## src/rtl/mst_pkg.sv

```systemverilog
package mst_pkg;

    localparam int MAX_FRAMES = 16;
    localparam int MAX_PIXELS = 65536;

    localparam int PIX_W    = 8;
    localparam int POS_W    = $clog2(MAX_PIXELS);
    localparam int SLOT_W   = $clog2(MAX_FRAMES);
    localparam int SIZE_W   = 5;
    localparam int THR_W    = 8;
    localparam int NULL_W   = 9;
    localparam int CIDX_W   = 2;
    localparam int CDATA_W  = 9;
    localparam int ROW_W    = MAX_FRAMES * PIX_W;
    localparam int GRP      = 4;
    localparam int NGRP     = MAX_FRAMES / GRP;
    localparam int GSUM_W   = PIX_W + $clog2(GRP);
    localparam int GCNT_W   = $clog2(GRP) + 1;
    localparam int SUM_W    = PIX_W + SLOT_W;
    localparam int CNT_W    = SLOT_W + 1;
    localparam int RECIP_SH = 17;
    localparam int RECIP_W  = RECIP_SH + 1;
    localparam int PROD_W   = SUM_W + RECIP_W;

    localparam logic [SIZE_W-1:0] SIZE_RST = SIZE_W'(8);
    localparam logic [THR_W-1:0]  THR_RST  = THR_W'(10);
    localparam logic [NULL_W-1:0] NULL_RST = '1;

    typedef enum logic [CIDX_W-1:0] {
        CFG_SIZE = 2'd0,
        CFG_THR  = 2'd1,
        CFG_NULL = 2'd2
    } t_cfg_idx;

    typedef enum logic [2:0] {
        S_IDLE,
        S_RMW,
        S_RED1,
        S_RED2,
        S_DIV,
        S_DONE
    } t_state;

    typedef struct packed {
        logic [SUM_W-1:0] sum;
        logic [PIX_W-1:0] lo;
        logic [PIX_W-1:0] hi;
        logic [CNT_W-1:0] cnt;
    } t_stats;

    function automatic logic [RECIP_W-1:0] recip(input logic [CNT_W-1:0] d);
        logic [RECIP_W-1:0] r;
        case (d)
            5'd1:    r = 18'd131072;
            5'd2:    r = 18'd65536;
            5'd3:    r = 18'd43691;
            5'd4:    r = 18'd32768;
            5'd5:    r = 18'd26215;
            5'd6:    r = 18'd21846;
            5'd7:    r = 18'd18725;
            5'd8:    r = 18'd16384;
            5'd9:    r = 18'd14564;
            5'd10:   r = 18'd13108;
            5'd11:   r = 18'd11916;
            5'd12:   r = 18'd10923;
            5'd13:   r = 18'd10083;
            5'd14:   r = 18'd9363;
            5'd15:   r = 18'd8739;
            5'd16:   r = 18'd8192;
            default: r = '0;
        endcase
        return r;
    endfunction

endpackage

```

## src/rtl/mst_mean.sv

```systemverilog
module mst_mean (
    input  logic                        i_clk,
    input  logic [mst_pkg::SUM_W-1:0]   i_sum,
    input  logic [mst_pkg::CNT_W-1:0]   i_cnt,
    output logic [mst_pkg::PIX_W-1:0]   o_mean
);

    logic [mst_pkg::PROD_W-1:0] r_prod;

    always_ff @(posedge i_clk) begin
        r_prod <= mst_pkg::PROD_W'(i_sum) * mst_pkg::PROD_W'(mst_pkg::recip(i_cnt));
    end

    assign o_mean = r_prod[mst_pkg::RECIP_SH +: mst_pkg::PIX_W];

endmodule
```

## config.mk

```make
export PLATFORM = sky130hd
export DESIGN_NAME = mst_mean
export DESIGN_NICKNAME = d
export VERILOG_FILES = /design/src/rtl/mst_pkg.sv /design/src/rtl/mst_mean.sv
export SDC_FILE = /design/constraint.sdc
export NUM_CORES = 1
export LEC_CHECK = 0
export BUFFER_PORTS_ARGS = -buffer_cell sky130_fd_sc_hd__clkbuf_2
export CAP_MARGIN = 20
export CORE_MARGIN = 2
export CORE_UTILIZATION = 25
export CTS_CLUSTER_SIZE = 14
export DETAILED_ROUTE_END_ITERATION = 10
export HOLD_SLACK_MARGIN = 0.08
export SYNTH_ARGS = -nofsm -noshare
export SYNTH_HDL_FRONTEND = slang
export SYNTH_SLANG_ARGS = --single-unit
```

## constraint.sdc

```tcl
create_clock -name i_clk -period 7.9 [get_ports i_clk]
set_input_delay 0 -clock i_clk [delete_from_list [all_inputs] [get_ports i_clk]]
set_output_delay 0 -clock i_clk [all_outputs]
set_load 0.02 [all_outputs]
```

==> flow_summary.yaml <==
status:
  outcome: "finished, final reports clean"
drt:
  avgViaCountPerCell: 4.286
  drt_iter0_drc: 232
  drc: 0
  detail-route-antenna-nets: 0
  vias: 4680
  wire_per_inst_um: 13.04
  postRouteWirelength_mm: 14.24
  dr.pass1.iters: 4
clock_network:
  htreeDepth: 1
  cts_buffers: 3
  cts_tree: "done"
  postCtsSetupBuffers: 0
  root_buffer: "clkbuf_16"
  cts_hold_buf: 0
  clock_path_buffers: 2
  cts_sinks: 8
  cts_resized: 0
  path_clk_slew_ps: 40
place:
  dpl_worst_slack_ps: 1305
  gp_congestion: 0.7999
  hpwlAfterDp_mm: 11.62
  io_buffers: 25
final_layout:
  reg_top3: "r_prod x8"
  multiInputGateArea_um2: 5369
  postLayoutCoreUtil: 0.2761
  regArea_um2: 160.2
  drive_above_1_share: 0.06562
  regMostFlops: "r_prod"
  diodes: 0
  n_fill_cell: 2679
  syn_to_final_growth_pct: 8.366
  layout.nets: 982
  largest_register_ffs: 8
critical_path:
  cp_slowest_cell: "a21oi_1"
  start_kind: "input port"
  cpMostUsedCell: "fa_1"
  critical_path.max_stage_delay_ps: 760
  critPathKind: "in2reg"
  cp.required_ps: 8000
  crit_family: "adder cells"
  worst_setup_path_end_kind: "flop"
  crit_chain: "clkbuf_2 > inv_1 > nor2_1 > or3_1 > a21oi_1 > nand2_1 > fa_1 > inv_1 > fa_1 > fa_1 > fa_1 > inv_1 > fa_1 > inv_1 > ha_1 > a211oi_1 > o21ai_0 > a211o_1 > a221oi_4 > a21oi_2 > a311oi_2 > xnor2_1"
  cp_max_fo: 24
  cp.buffers_inverters: 5
  crit_arrival_ps: 6500
logic_synthesis:
  yosysTopAreaCell: "fa_1"
  synth_common_cells: "194 x inv_1, 151 x fa_1, 149 x nand2_1"
  synth-xor-area-share: 0.02321
  ys_top_cells_by_area: "fa_1 47%, inv_1 11%, ha_1 9.6%"
  ys_types: 50
  async_flop_share: 0
  avgSynthCellArea_um2: 8.420
  synth_edf_count: 0
  synth_ff_type: "dfxtp_1"
  ys_warn_count: 0
  synth-simple-area-share: 0.1876
  synth_most_common_cell: "inv_1"
  syn-num-nets: 980
  synthCells: 762
  synth_compound_area_frac: 0.05772
  ys_seq_area_frac: 0.02496
  yosysTopAreaCellShare: 0.4711
  synth.area.mux_share: 0.001560
  synth_fa_ha_area_frac: 0.5667
  synth.ff_latch_count: 8
  synth_top_family_by_area: "adder cells"
  syn_area_um2: 6416
timing:
  finalHoldViolCount: 0
  worst_slew_pin_slew_ps: 1048
  finalSetupTns_ps: 0
  min_period_ps: 6405
  max_slew_margin: 0.3016
  fin_crit_sh: 0.8107
  setup_ws_ps: 1495
  rsz0062_at_grt: "false"
  finalMaxSlewViolations: 0
  setup_viol_count_final: 0
  fmax_ghz: 0.1561
global_routing:
  grt_overflow: 0
  grt_pass1_vias: 5224
  grt_start_max_net_pins: 28
  antenna_found_initial: 0
  grt_use_total: 0.1166
  grt_pass1_wl_mm: 25.34
job:
  cap_violations: 0
floorplan:
  die_area_um2: 26960
  die_y_um: 164.2
  core_area_um2: 25180
  start_util: 0.2548
  die_x_um: 164.2
  row_count: 58
  ioPinCount: 26
hold_path:
  hp-class: "in2reg"
pwr:
  leakage_nw: 3.377
  power.density_nw_per_um2: 115.4
  ir_worst_vdd_mv: 0.04928
-- kinds of logic (layout without fill, tap and decap cells) --
logic type	count (synthesis)	after routing
AND/OR/NAND/NOR	254	254
buffers and inverters	233	233
adder cells (fa/ha/maj)	200	200
AO/OA/AOI/OAI	49	49
XOR/XNOR	17	17
flip-flops	8	8
multiplexers	1	1
-- layout by cell type (no fill, tap or decap), types with 3 or more instances in the layout --
master / instances
inv_1: 194
fa_1: 151
nand2_1: 149
and2_1: 65
ha_1: 49
clkbuf_2: 25
a21oi_1: 18
nor2_1: 15
xnor2_1: 14
buf_4: 11
dfxtp_1: 8
nand3_1: 5
o21ai_0: 5
nor2b_1: 3
a211oi_1: 3
nor3_1: 3
o21a_1: 3
xor2_1: 3
clkbuf_16: 3
-- routing by layer --
layer,track usage,routed length [um],part of all wire
met5,0,0,0
met4,0.03389,434,0.030
met3,0.005303,380,0.027
met2,0.2107,7186,0.50
met1,0.1507,6241,0.44
-- path summary, 6_finish.rpt --
check / startpoint / end / slack (ps) / depth (start not counted)
max: i_cnt[2] / r_prod[24]$_DFF_P_ / 1500 / 22
min: i_sum[11] / r_prod[24]$_DFF_P_ / 590 / 5
-- tightest hold or removal path: stages --
cell,delay (ps)
clkbuf_2,210
nand2_1,120
xor2_1,70
xnor2_1,200
xnor2_1,160
-- through the flow --
stage               hold slack, ps  area, um2  power (mW)  cells
floorplan                    338.8       6416      0.5606    762
global placement             417.6       6870      0.7271   1088
detailed placement           418.4       6870      0.7350   1088
CTS                          558.2       6945      0.8270   1091
global route                 610.0       6953      0.9247   1092
finish                       594.6       6953      0.8022   1092
-- power by group --
part / total, mW / internal [mW] / switching [mW]
Combinational: 0.650 / 0.262 / 0.388
Clock: 0.0840 / 0.0652 / 0.0188
Sequential: 0.0686 / 0.0622 / 0.00640
Total: 0.802 / 0.389 / 0.413
-- final cells by class --
cell class,instances,share of cell area
inverters,194,0.1047
repair buffers,36,0.02987
flip-flops and latches,8,0.02303
multi-input cells,521,0.7722
well taps,330,0.05938
clock buffers,3,0.01080
(Power assumes the default switching activity.)
