--- config.mk ---
export PLATFORM = sky130hd
export DESIGN_NAME = mst_reduce
export DESIGN_NICKNAME = d
export VERILOG_FILES = /design/src/rtl/mst_pkg.sv /design/src/rtl/mst_reduce.sv
export SDC_FILE = /design/constraint.sdc
export NUM_CORES = 1
export LEC_CHECK = 0
export BUFFER_PORTS_ARGS = -buffer_cell sky130_fd_sc_hd__buf_2
export CAP_MARGIN = 20
export CORE_UTILIZATION = 40
export DETAILED_ROUTE_END_ITERATION = 12
export GPL_TIMING_DRIVEN = 0
export PLACE_DENSITY = 0.66
export SYNTH_ARGS = -nofsm -noshare
export SYNTH_HDL_FRONTEND = slang
export SYNTH_SLANG_ARGS = --single-unit
--- constraint.sdc ---
create_clock -name i_clk -period 11.1 [get_ports i_clk]
set_input_delay 0.555 -clock i_clk [delete_from_list [all_inputs] [get_ports i_clk]]
set_output_delay 0.555 -clock i_clk [all_outputs]
set_load 0.05 [all_outputs]
--- src/rtl/mst_pkg.sv ---
package mst_pkg;

    localparam int MAX_FRAMES = 16;
    localparam int MAX_PIXELS = 65536;

    localparam int PIX_W    = 8;
    localparam int POS_W    = $clog2(MAX_PIXELS);
    localparam int SLOT_W   = $clog2(MAX_FRAMES);
    localparam int SIZE_W   = 5;
    localparam int THR_W    = 8;
    localparam int NULL_W   = 9;
    localparam int CIDX_W   = 2;
    localparam int CDATA_W  = 9;
    localparam int ROW_W    = MAX_FRAMES * PIX_W;
    localparam int GRP      = 4;
    localparam int NGRP     = MAX_FRAMES / GRP;
    localparam int GSUM_W   = PIX_W + $clog2(GRP);
    localparam int GCNT_W   = $clog2(GRP) + 1;
    localparam int SUM_W    = PIX_W + SLOT_W;
    localparam int CNT_W    = SLOT_W + 1;
    localparam int RECIP_SH = 17;
    localparam int RECIP_W  = RECIP_SH + 1;
    localparam int PROD_W   = SUM_W + RECIP_W;

    localparam logic [SIZE_W-1:0] SIZE_RST = SIZE_W'(8);
    localparam logic [THR_W-1:0]  THR_RST  = THR_W'(10);
    localparam logic [NULL_W-1:0] NULL_RST = '1;

    typedef enum logic [CIDX_W-1:0] {
        CFG_SIZE = 2'd0,
        CFG_THR  = 2'd1,
        CFG_NULL = 2'd2
    } t_cfg_idx;

    typedef enum logic [2:0] {
        S_IDLE,
        S_RMW,
        S_RED1,
        S_RED2,
        S_DIV,
        S_DONE
    } t_state;

    typedef struct packed {
        logic [SUM_W-1:0] sum;
        logic [PIX_W-1:0] lo;
        logic [PIX_W-1:0] hi;
        logic [CNT_W-1:0] cnt;
    } t_stats;

    function automatic logic [RECIP_W-1:0] recip(input logic [CNT_W-1:0] d);
        logic [RECIP_W-1:0] r;
        case (d)
            5'd1:    r = 18'd131072;
            5'd2:    r = 18'd65536;
            5'd3:    r = 18'd43691;
            5'd4:    r = 18'd32768;
            5'd5:    r = 18'd26215;
            5'd6:    r = 18'd21846;
            5'd7:    r = 18'd18725;
            5'd8:    r = 18'd16384;
            5'd9:    r = 18'd14564;
            5'd10:   r = 18'd13108;
            5'd11:   r = 18'd11916;
            5'd12:   r = 18'd10923;
            5'd13:   r = 18'd10083;
            5'd14:   r = 18'd9363;
            5'd15:   r = 18'd8739;
            5'd16:   r = 18'd8192;
            default: r = '0;
        endcase
        return r;
    endfunction

endpackage

--- src/rtl/mst_reduce.sv ---
module mst_reduce (
    input  logic                               i_clk,
    input  logic [mst_pkg::ROW_W-1:0]          i_row,
    input  logic [mst_pkg::MAX_FRAMES-1:0]     i_mask,
    output mst_pkg::t_stats                    o_stats
);

    logic [mst_pkg::ROW_W-1:0]      r_row;
    logic [mst_pkg::MAX_FRAMES-1:0] r_mask;
    logic [mst_pkg::GSUM_W-1:0]     r_gsum [mst_pkg::NGRP];
    logic [mst_pkg::PIX_W-1:0]      r_glo  [mst_pkg::NGRP];
    logic [mst_pkg::PIX_W-1:0]      r_ghi  [mst_pkg::NGRP];
    logic [mst_pkg::GCNT_W-1:0]     r_gcnt [mst_pkg::NGRP];
    logic [mst_pkg::GSUM_W-1:0]     n_gsum [mst_pkg::NGRP];
    logic [mst_pkg::PIX_W-1:0]      n_glo  [mst_pkg::NGRP];
    logic [mst_pkg::PIX_W-1:0]      n_ghi  [mst_pkg::NGRP];
    logic [mst_pkg::GCNT_W-1:0]     n_gcnt [mst_pkg::NGRP];
    mst_pkg::t_stats                r_stats;
    mst_pkg::t_stats                n_stats;

    always_ff @(posedge i_clk) begin
        r_row  <= i_row;
        r_mask <= i_mask;
    end

    always_comb begin
        logic [mst_pkg::PIX_W-1:0] v;
        for (int g = 0; g < mst_pkg::NGRP; g++) begin
            n_gsum[g] = '0;
            n_glo[g]  = '1;
            n_ghi[g]  = '0;
            n_gcnt[g] = '0;
            for (int k = 0; k < mst_pkg::GRP; k++) begin
                v = r_row[(g*mst_pkg::GRP+k)*mst_pkg::PIX_W +: mst_pkg::PIX_W];
                if (r_mask[g*mst_pkg::GRP+k]) begin
                    n_gsum[g] = n_gsum[g] + mst_pkg::GSUM_W'(v);
                    n_gcnt[g] = n_gcnt[g] + mst_pkg::GCNT_W'(1);
                    if (v < n_glo[g]) n_glo[g] = v;
                    if (v > n_ghi[g]) n_ghi[g] = v;
                end
            end
        end
    end

    always_ff @(posedge i_clk) begin
        r_gsum <= n_gsum;
        r_glo  <= n_glo;
        r_ghi  <= n_ghi;
        r_gcnt <= n_gcnt;
    end

    always_comb begin
        n_stats.sum = '0;
        n_stats.lo  = '1;
        n_stats.hi  = '0;
        n_stats.cnt = '0;
        for (int g = 0; g < mst_pkg::NGRP; g++) begin
            n_stats.sum = n_stats.sum + mst_pkg::SUM_W'(r_gsum[g]);
            n_stats.cnt = n_stats.cnt + mst_pkg::CNT_W'(r_gcnt[g]);
            if (r_glo[g] < n_stats.lo) n_stats.lo = r_glo[g];
            if (r_ghi[g] > n_stats.hi) n_stats.hi = r_ghi[g];
        end
    end

    always_ff @(posedge i_clk) begin
        r_stats <= n_stats;
    end

    assign o_stats = r_stats;

endmodule

==> results of run 1 <==
cell type report:
class / count / area (um2)
Antenna cell: 2 / 5.00
Buffer: 49 / 205
Clock buffer: 47 / 1020
Clock inverter: 15 / 191
Fill cell: 4947 / 27600
Inverter: 247 / 927
Multi-Input combinational cell: 1740 / 13900
Sequential cell: 293 / 5870
Tap cell: 680 / 851
Timing Repair Buffer: 177 / 886
worst max-delay path, cell delays in order (launching register included):
cell      delay, ps
dfxtp_1         340
clkbuf_1        320
clkinv_1        390
nor2_1          260
ha_1            270
a21oi_1         130
o21ai_0          90
or3_1           400
nor2_2          480
mux2i_1         330
inv_1            70
ha_1            290
a21o_1          190
a21o_1          170
a211oi_1        520
o21a_1          230
a31o_2          100
buf_2           240
mux2i_1         310
ha_1            290
a21oi_1         130
nor2b_1          60
o21ai_0         330
nand4_1         160
o21ai_2         510
mux2i_1         330
where the power goes:
group | internal (W) | switching (W) | leakage (nW)
Clock | 0.000726 | 0.000472 | 0.598
Combinational | 0.00107 | 0.00160 | 8.65
Sequential | 0.00128 | 0.000161 | 2.47
Total | 0.00308 | 0.00223 | 11.7
routing by layer:
| metal | part of all wire [%] | global-route usage (%) |
|---|---|---|
| met2 | 47 | 36.6 |
| met1 | 45 | 27.5 |
| met4 | 4.1 | 9.81 |
| met5 | 0 | 0 |
| met3 | 4.6 | 2.87 |
sequential cells by signal, summed over array words and instances (netlist names):
name	flops
r_gsum	40
r_glo	32
r_ghi	32
r_mask	16
o_stats	33
r_gcnt	12
r_row	128
cells by family (layout without fill, tap and decap cells):
family                   count (synthesis)  in the layout  share of synthesized area [%]
AO/OA/AOI/OAI                          586            586                           18.0
XOR/XNOR                                82             82                           3.44
adder cells (fa/ha/maj)                385            385                           24.4
buffers and inverters                  296            535                           5.42
flip-flops                             293            293                           28.1
multiplexers                           187            187                           9.39
other                                    0              2                              0
AND/OR/NAND/NOR                        500            500                           11.2
cell usage in the layout (no fill, tap or decap), types with 19 or more instances in the layout:
master     count
ha_1         347
dfxtp_1      293
inv_1        243
a21oi_1      191
buf_2        182
nand2_1      159
nor2_1       156
o21ai_0      146
mux2i_1      120
mux2_2        65
a21o_1        61
xnor2_1       46
clkbuf_1      45
o21a_1        39
nor2b_1       38
fa_1          38
clkbuf_16     38
xor2_1        36
nand4_1       34
nand3_1       23
and2_1        19
o21bai_1      19
worst max path at each step:
stage	endpoint	startpoint	depth (start not counted)	slack [ps]
after floorplan	r_ghi[16]	r_mask[4]	27	5690
after global placement	r_glo[22]	r_mask[4]	25	4160
after detailed placement	r_glo[22]	r_mask[4]	25	4010
after CTS	r_glo[22]	r_mask[4]	25	3990
after global routing	r_glo[22]	r_mask[4]	25	3540
final	r_glo[22]	r_mask[4]	25	4050
stage by stage:
stage	total power (W)	setup slack, ps	cell area, um2	std cells
floorplan	0.00335	5690	20900	2329
global placement	0.00402	4160	22600	3186
detailed placement	0.00411	4010	22600	3186
CTS	0.00535	3990	23800	3248
global route	0.00569	3540	23800	3250
finish	0.00531	4050	23800	3250
==> summary.txt, run 1 <==
Status -> complete, no violations
Gr usage total -> 21.7%
1st-iter DRT viols -> 970
Critical path type -> flip-flop to flip-flop
Maximum clock path buffer count -> 3
Syn. warnings -> 0
Top post-synthesis cells by area -> dfxtp_1, ha_1, mux2i_1, a21oi_1, inv_1
Crit Reg-Reg Endpoint -> r_glo[22]
Worst Setup Start Kind -> flip-flop
Worst skew pair latency -> 550 ps
I/O pin count -> 178
Synth async-reset ratio -> 0%
Cts repair resizes -> 0
Worst-path maximum fanout -> 10
Die H -> 230 um
Via-to-Cell Ratio -> 5.33
Tcrit/Tclk final -> 63.5%
FF-to-FF path depth -> 25
Site row count -> 83
Mapped Avg Cell Area -> 8.96 um2
WP data arrival -> 7510 ps
Die area -> 53100 um2
# Max-Cap Violations -> 0
PD cells -> 223 nW/um2
PortBufs -> 177
Setup repair bufs after CTS -> 0
Synth top cells by count -> ha_1, dfxtp_1, inv_1
Worst reg2reg path startpoint -> r_mask[4]
# DRC -> 0
Setup slack, reg-to-reg -> 4050 ps
Routed vias -> 17314
Finished Core Util -> 46.4%
CTS clk-pin slew, worst paths -> 60 ps
Cell count after synthesis -> 2329
Main synth FF type -> dfxtp_1
Max rail drop VDD -> 0.144 mV
Post-synth EDFFs -> 0
Syn_nets -> 2859
H-tree Lvls -> 2
Worst setup EP type -> flip-flop
Worst hold slack -> 97.7 ps
CTS root buf -> clkbuf_16
Initial core utilization -> 40.6%
Hold Startpoint -> i_row[68]
Vias in the first global route -> 17298
Clock Skew -> 10.2 ps
GR Overflow Total -> 0
Rel. slew slack -> 34.2%
Num CTS Buffers -> 36
Synth cell types -> 77
Seq/Total Area, Yosys -> 28.1%
Leak Pwr -> 11.7 nW
Share of cells above drive strength 1 -> 13.4%
Most frequent cell after synthesis -> ha_1
Worst Path Required -> 11560 ps
Hold endpoint -> r_row[68]
Final nets -> 3074
Drt first pass iters -> 5
Gp weighted congestion -> 0.943
Initial antenna violation count -> 2
Post-layout min period -> 7050 ps
WL final -> 57.8 mm
RSZ-0062 raised after global routing -> false
Largest net degree at the start of global routing -> 14
Worst slew pin tran -> 987 ps
Sink Count -> 293
Hold Crit Class -> input pin to flip-flop
Die X -> 230 um
First-pass GRT wire length -> 90.6 mm
Final setup vio count -> 0
Largest area contributor in the netlist -> dfxtp_1
Setup TNS -> 0 ps
Highest clock rate -> 142 MHz
Detailed placement HPWL -> 48.1 mm
Core Area -> 51400 um2
DR WL/cell -> 17.8 um
Syn Std Cell Area -> 20900 um2
Final ANT Viol Nets -> 0
Synth Register Bits -> 293
Count of final hold-check violations -> 0
CTS tree -> done
Area grow syn2layout -> 14.2%
Worst hold stages -> 1
Pins Over Slew Limit -> 0
Synth top area share -> 28.1%
Hold_buf cts -> 0
(Power assumes the default switching activity.)
==> inputs of run 2 (changes only) <==
Settings changed: ABC_AREA from default to 1, PLACE_DENSITY 0.66 to 0.68.
Clock period 11.1 ns to 5.96 ns, I/O delays scaled along.
==> run 2 against run 1 <==
Sequential cell count unchanged; via count is 6.4% higher; count of clock-buffer cells in the layout fell by 5; critical path type unchanged; final cell count up 16%; clock power is 100% higher; non-clock buffer count up 145; synthesized area is 2.1% lower; critical path depth up 7; maximum frequency grew 31%.
==> summary.txt, run 2 <==
Detailed placement HPWL -> 42.7 mm (-11%)
Worst Path Required -> 6380 ps (-5180 ps)
Core Area -> 50300 um2 (-2.2%)
Leak Pwr -> 12.8 nW (+9.7%)
Final nets -> 3617 (+18%)
Main synth FF type -> dfxtp_1
Post-synth EDFFs -> 0 (unchanged)
1st-iter DRT viols -> 906 (-6.6%)
Synth async-reset ratio -> 0% (unchanged)
Gp weighted congestion -> 0.938 (-0.47%)
Count of final hold-check violations -> 0 (unchanged)
Ant. Diodes -> 0 (-2)
Top post-synthesis cells by area -> dfxtp_1, ha_1, nand2_1, inv_1, o21ai_0
Num CTS Buffers -> 36 (unchanged)
Initial antenna violation count -> 1 (-1)
Worst setup EP type -> flip-flop
Filler instances -> 4799 (-3.0%)
Status -> complete, no violations
Synth top area share -> 28.7% (+0.59 points)
Worst Setup Start Kind -> flip-flop
Synth top cells by count -> nand2_1, ha_1, inv_1
Initial core utilization -> 40.7% (+0.054 points)
CTS root buf -> clkbuf_16
Slowest CP cell -> dfxtp_1
Rel. slew slack -> 44.9% (+11 points)
Site row count -> 82 (-1.2%)
Via-to-Cell Ratio -> 4.87 (-8.6%)
Reg with most FFs -> r_row
WL final -> 54.3 mm (-5.9%)
Clock Skew -> 21.1 ps (+10.9 ps)
Placement Cell Area -> 22200 um2 (-2.0%)
Syn Std Cell Area -> 20400 um2 (-2.1%)
Final setup vio count -> 0 (unchanged)
# Max-Cap Violations -> 0 (unchanged)
Syn_nets -> 3256 (+14%)
Multi-input gate area -> 13100 um2 (-5.4%)
Gr usage total -> 21.1% (-0.64 points)
CTS clk-pin slew, worst paths -> 70 ps (about the same)
Largest net degree at the start of global routing -> 17 (+3)
Vias in the first global route -> 17995 (+4.0%)
H-tree Lvls -> 2 (unchanged)
PortBufs -> 177 (unchanged)
Seq. cell area -> 5870 um2 (unchanged)
Most common cell after layout, fill and taps aside -> nand2_1
Non-filler cells, final -> 3783 (+16%)
WP data arrival -> 5810 ps (-1700 ps)
DR WL/cell -> 14.4 um (-19%)
# DRC -> 0 (unchanged)
Post-Layout Inst Area -> 25000 um2 (+4.8%)
I/O pin count -> 178 (unchanged)
Final ANT Viol Nets -> 0 (unchanged)
Post-layout min period -> 5390 ps (-1660 ps)
Most common cell on crit path -> nand2_1
Largest area contributor in the netlist -> dfxtp_1
Critical path type -> flip-flop to flip-flop
Setup TNS -> 0 ps (unchanged)
Worst skew pair latency -> 550 ps (about the same)
Tcrit/Tclk final -> 90.4% (+27 points)
GR Overflow Total -> 0 (unchanged)
Maximum clock path buffer count -> 3 (unchanged)
Highest clock rate -> 186 MHz (+31%)
Die X -> 228 um (-1.0%)
Inst Count DP -> 3575 (+12%)
Max rail drop VDD -> 0.284 mV (+98%)
Synth Register Bits -> 293 (unchanged)
Syn. warnings -> 0 (unchanged)
Worst slew pin tran -> 818 ps (-168 ps)
Max reg flops -> 128 (unchanged)
Cell count after synthesis -> 2726 (+17%)
Total Power -> 0.00952 W (+79%)
Worst-path maximum fanout -> 10 (unchanged)
Seq/Total Area, Yosys -> 28.7% (+0.59 points)
Routed vias -> 18422 (+6.4%)
Die area -> 52000 um2 (-2.1%)
Hold Crit Class -> input pin to flip-flop
First-pass GRT wire length -> 88.4 mm (-2.4%)
RSZ-0062 raised after global routing -> false
Most frequent cells in the layout -> nand2_1, ha_1, inv_1, dfxtp_1, nor2_1
Pins Over Slew Limit -> 0 (unchanged)
Most frequent cell after synthesis -> nand2_1
Die H -> 228 um (-1.0%)
Worst hold slack -> 362 ps (+264 ps)
Area grow syn2layout -> 22.2%
Mapped Avg Cell Area -> 7.50 um2 (-16%)
CP max stage delay -> 370 ps (-150 ps)
Sink Count -> 293 (unchanged)
CTS tree -> done
Share of cells above drive strength 1 -> 10.8% (-2.6 points)
PD cells -> 381 nW/um2 (+71%)
Synth cell types -> 44 (-43%)
Drt first pass iters -> 5 (unchanged)
run 2: cell count changes in the layout (fill, tap and decap cells not counted), sizes merged, moves of 89 or more:
cell         previous run  this run
inv                   245       334
nand2                 159       655
dlygate4sd3             0       144
mux2i                 120         0
nor2                  158       251
o21ai                 148       258
run 2: cell type report:
class	count	area share, %
sequential	293	23.5
buffer	48	0.891
multi-input combinational	2044	52.5
clock buffer	42	3.94
tap	672	3.37
inverter	341	5.12
timing repair buffer	323	9.38
clock inverter	20	1.29
run 2: cells by family (layout without fill, tap and decap cells):
logic type               Yosys count  count (layout)  share of synthesized area (%)
AO/OA/AOI/OAI                    524             524                           14.3
XOR/XNOR                          62              62                           2.66
AND/OR/NAND/NOR                 1073            1073                           22.0
flip-flops                       293             293                           28.7
adder cells (fa/ha/maj)          385             385                           25.0
buffers and inverters            389             774                           7.32
run 2: worst paths after layout:
path / from / to / slack (ps) / cells after the start
max: r_mask[12] / r_ghi[2] / 570 / 32
min: i_row[70] / r_row[70] / 360 / 2
max reg2reg: r_mask[12] / r_ghi[2] / 570 / 32
min reg2reg: r_gcnt[9] / o_stats[0] / 450 / 1
run 2: report_power, final:
part	switching (W)	internal (W)
Sequential	0.000260	0.00237
Combinational	0.00286	0.00162
Clock	0.000907	0.00150
run 2: worst max-delay path, delay by kind of cell, from the launching register on:
family	cells	cell delay, ps
AO/OA/AOI/OAI	12	1960
adder cells (fa/ha/maj)	3	1040
buffers and inverters	6	950
flip-flops	1	370
AND/OR/NAND/NOR	11	970
run 2: per-stage QoR:
step	utilization, %	setup WS [ps]
floorplan	-	1270
global placement	44.1	368
detailed placement	44.1	351
CTS	49.6	321
global route	49.7	7.07
finish	49.7	570
run 2: timing repair:
item | CTS | global route
setup buffers | 0 | 2
hold buffers | 144 | 0
resized for setup | 0 | 14
endpoints found under the setup margin | 0 | 30
hold endpoints to repair | 144 | 0
run 2: metal layers:
metal,share of wire [%],global-route usage (%),vias to the layer above
met4,3.4,8.39,0
met5,0,0,-
met1,46,26.8,8261
met2,47,36.0,349
li1,-,-,9721
met3,4.0,2.56,91
==> inputs of run 3 (changes only) <==
Settings changed: CORE_UTILIZATION 40 to 30, PLACE_DENSITY 0.68 to 0.56.
==> run 3 against run 2 <==
Largest cell class unchanged; design area grew 0.95%; combinational power grew 2%; global-route usage is 4.3 points lower; core utilization fell by 12 points; sequential share of layout area fell by 0.22 points; die area grew 33%; sequential cell count unchanged; register-to-register slack is essentially flat; critical path depth shrank 3.
==> summary.txt, run 3 (synthesis results as in run 2) <==
Die H -> 263 um (+15%)
Drt first pass iters -> 5 (unchanged)
Count of final hold-check violations -> 0 (unchanged)
Worst Path Required -> 6390 ps (about the same)
Num CTS Buffers -> 38 (+5.6%)
# Max-Cap Violations -> 0 (unchanged)
Post-layout min period -> 5390 ps (-1.45 ps)
Max rail drop VDD -> 0.276 mV (-2.8%)
Max reg flops -> 128 (unchanged)
Hold Crit Class -> input pin to flip-flop
Highest clock rate -> 186 MHz (about the same)
Core Area -> 67300 um2 (+34%)
Non-filler cells, final -> 3993 (+5.6%)
Sink Count -> 293 (unchanged)
Worst setup EP type -> flip-flop
Reg with most FFs -> r_row
First-pass GRT wire length -> 92.3 mm (+4.5%)
Pins Over Slew Limit -> 0 (unchanged)
Total Power -> 0.00954 W (+0.26%)
Most common cell on crit path -> nand2_1
Initial core utilization -> 30.4% (-10 points)
Hold endpoint -> r_row[71]
Slowest CP cell -> o311ai_2
FF-to-FF path depth -> 29 (-9.4%)
Rel. slew slack -> 46.1% (+1.2 points)
Setup crit start -> r_mask[8]
PortBufs -> 177 (unchanged)
Via-to-Cell Ratio -> 4.59 (-5.7%)
Status -> complete, no violations
Worst slew pin tran -> 801 ps (-17.6 ps)
Gp weighted congestion -> 0.880 (-6.2%)
Leak Pwr -> 12.8 nW (about the same)
Worst reg2reg path startpoint -> r_mask[8]
# DRC -> 0 (unchanged)
CTS root buf -> clkbuf_16
Worst skew pair latency -> 570 ps (+20 ps)
I/O pin count -> 178 (unchanged)
Share of cells above drive strength 1 -> 10.9% (+0.16 points)
Top delay family on crit path -> compound AO/OA/AOI/OAI gates
GR Overflow Total -> 0 (unchanged)
Finished Core Util -> 37.5% (-12 points)
CTS tree -> done
Worst Setup Start Kind -> flip-flop
Detailed placement HPWL -> 46.6 mm (+9.3%)
Maximum clock path buffer count -> 3 (unchanged)
WP data arrival -> 5820 ps (about the same)
Crit Reg-Reg Endpoint -> r_ghi[14]
Routed vias -> 18329 (-0.50%)
Worst setup slack after layout -> 572 ps (+1.45 ps)
Gr usage total -> 16.8% (-4.3 points)
Buf/Inv on CP -> 7 (+1)
Tcrit/Tclk final -> 90.4% (about the same)
H-tree Lvls -> 2 (unchanged)
CTS clk-pin slew, worst paths -> 60 ps (about the same)
Clock Skew -> 22.8 ps (+1.68 ps)
Setup slack, reg-to-reg -> 570 ps (about the same)
Crit path depth -> 29 (-9.4%)
Setup TNS -> 0 ps (unchanged)
Largest net degree at the start of global routing -> 14 (-3)
RSZ-0062 raised after global routing -> false
Critical path type -> flip-flop to flip-flop
CP max stage delay -> 470 ps (+100 ps)
Initial antenna violation count -> 4 (+3)
Most common cell after layout, fill and taps aside -> nand2_1
Site row count -> 95 (+16%)
Final setup vio count -> 0 (unchanged)
Die area -> 69200 um2 (+33%)
Most frequent cells in the layout -> nand2_1, ha_1, inv_1, dfxtp_1, nor2_1
Pre-CTS setup slack -> 295 ps (-56.0 ps)
WL final -> 58.2 mm (+7.1%)
DR WL/cell -> 14.6 um (+1.5%)
Worst-path maximum fanout -> 10 (unchanged)
Final ANT Viol Nets -> 0 (unchanged)
Vias in the first global route -> 17856 (-0.77%)
Area grow syn2layout -> 23.4%
Die X -> 263 um (+15%)
PD cells -> 378 nW/um2 (-0.68%)
1st-iter DRT viols -> 903 (-0.33%)
Worst hold stages -> 2 (unchanged)
Hold Startpoint -> i_row[71]
Final nets -> 3619 (+0.055%)
Inst Count DP -> 3776 (+5.6%)
==> run 3: changes by cell type in the layout (fill, tap and decap cells not counted), sizes merged <==
cell	delta
bufinv	-4
diode	+1
clkbuf	+2
inv	+3
clkinvlp	+1
buf	+4
clkinv	+2
==> run 3: how the worst max path moves through the flow <==
stage / endpoint / slack, ps
after floorplan: r_glo[24] / 1270
after global placement: r_ghi[5] / 290
after detailed placement: r_glo[27] / 290
after CTS: r_glo[27] / 250
after global routing: o_stats[10] / 3
final: r_ghi[14] / 570
==> run 3: metrics by stage <==
| step | hold slack, ps | instance area (um2) |
|---|---|---|
| floorplan | 326 | 20400 |
| global placement | 400 | 22400 |
| detailed placement | 402 | 22400 |
| CTS | 312 | 25200 |
| global route | 340 | 25200 |
| finish | 353 | 25200 |
==> run 3: power breakdown <==
group	internal [W]	switching [W]
Sequential	0.00237	0.000267
Combinational	0.00162	0.00293
Clock	0.00141	0.000947
Total	0.00540	0.00415
==> run 3: cell type report <==
class / count / area [um2]
fill: 7075 / 42100
multi-input combinational: 2044 / 13100
sequential: 293 / 5870
timing repair buffer: 324 / 2350
inverter: 341 / 1280
tap: 873 / 1090
clock buffer: 48 / 1060
clock inverter: 22 / 239
buffer: 47 / 218
antenna: 1 / 2.50
==> run 3: timing repair <==
item,CTS,global route
hold endpoints to repair,144,0
endpoints found under the setup margin,0,25
buffers inserted,0,2
resized for setup,0,16
hold buffers,144,0
==> run 3: layer usage <==
layer | share of wire (%) | GRT usage [%] | wire, um
met1 | 47 | 22.0 | 27500
met2 | 46 | 28.5 | 26900
met3 | 4.1 | 2.35 | 2360
met4 | 2.3 | 4.99 | 1340
met5 | 0 | 0 | 0
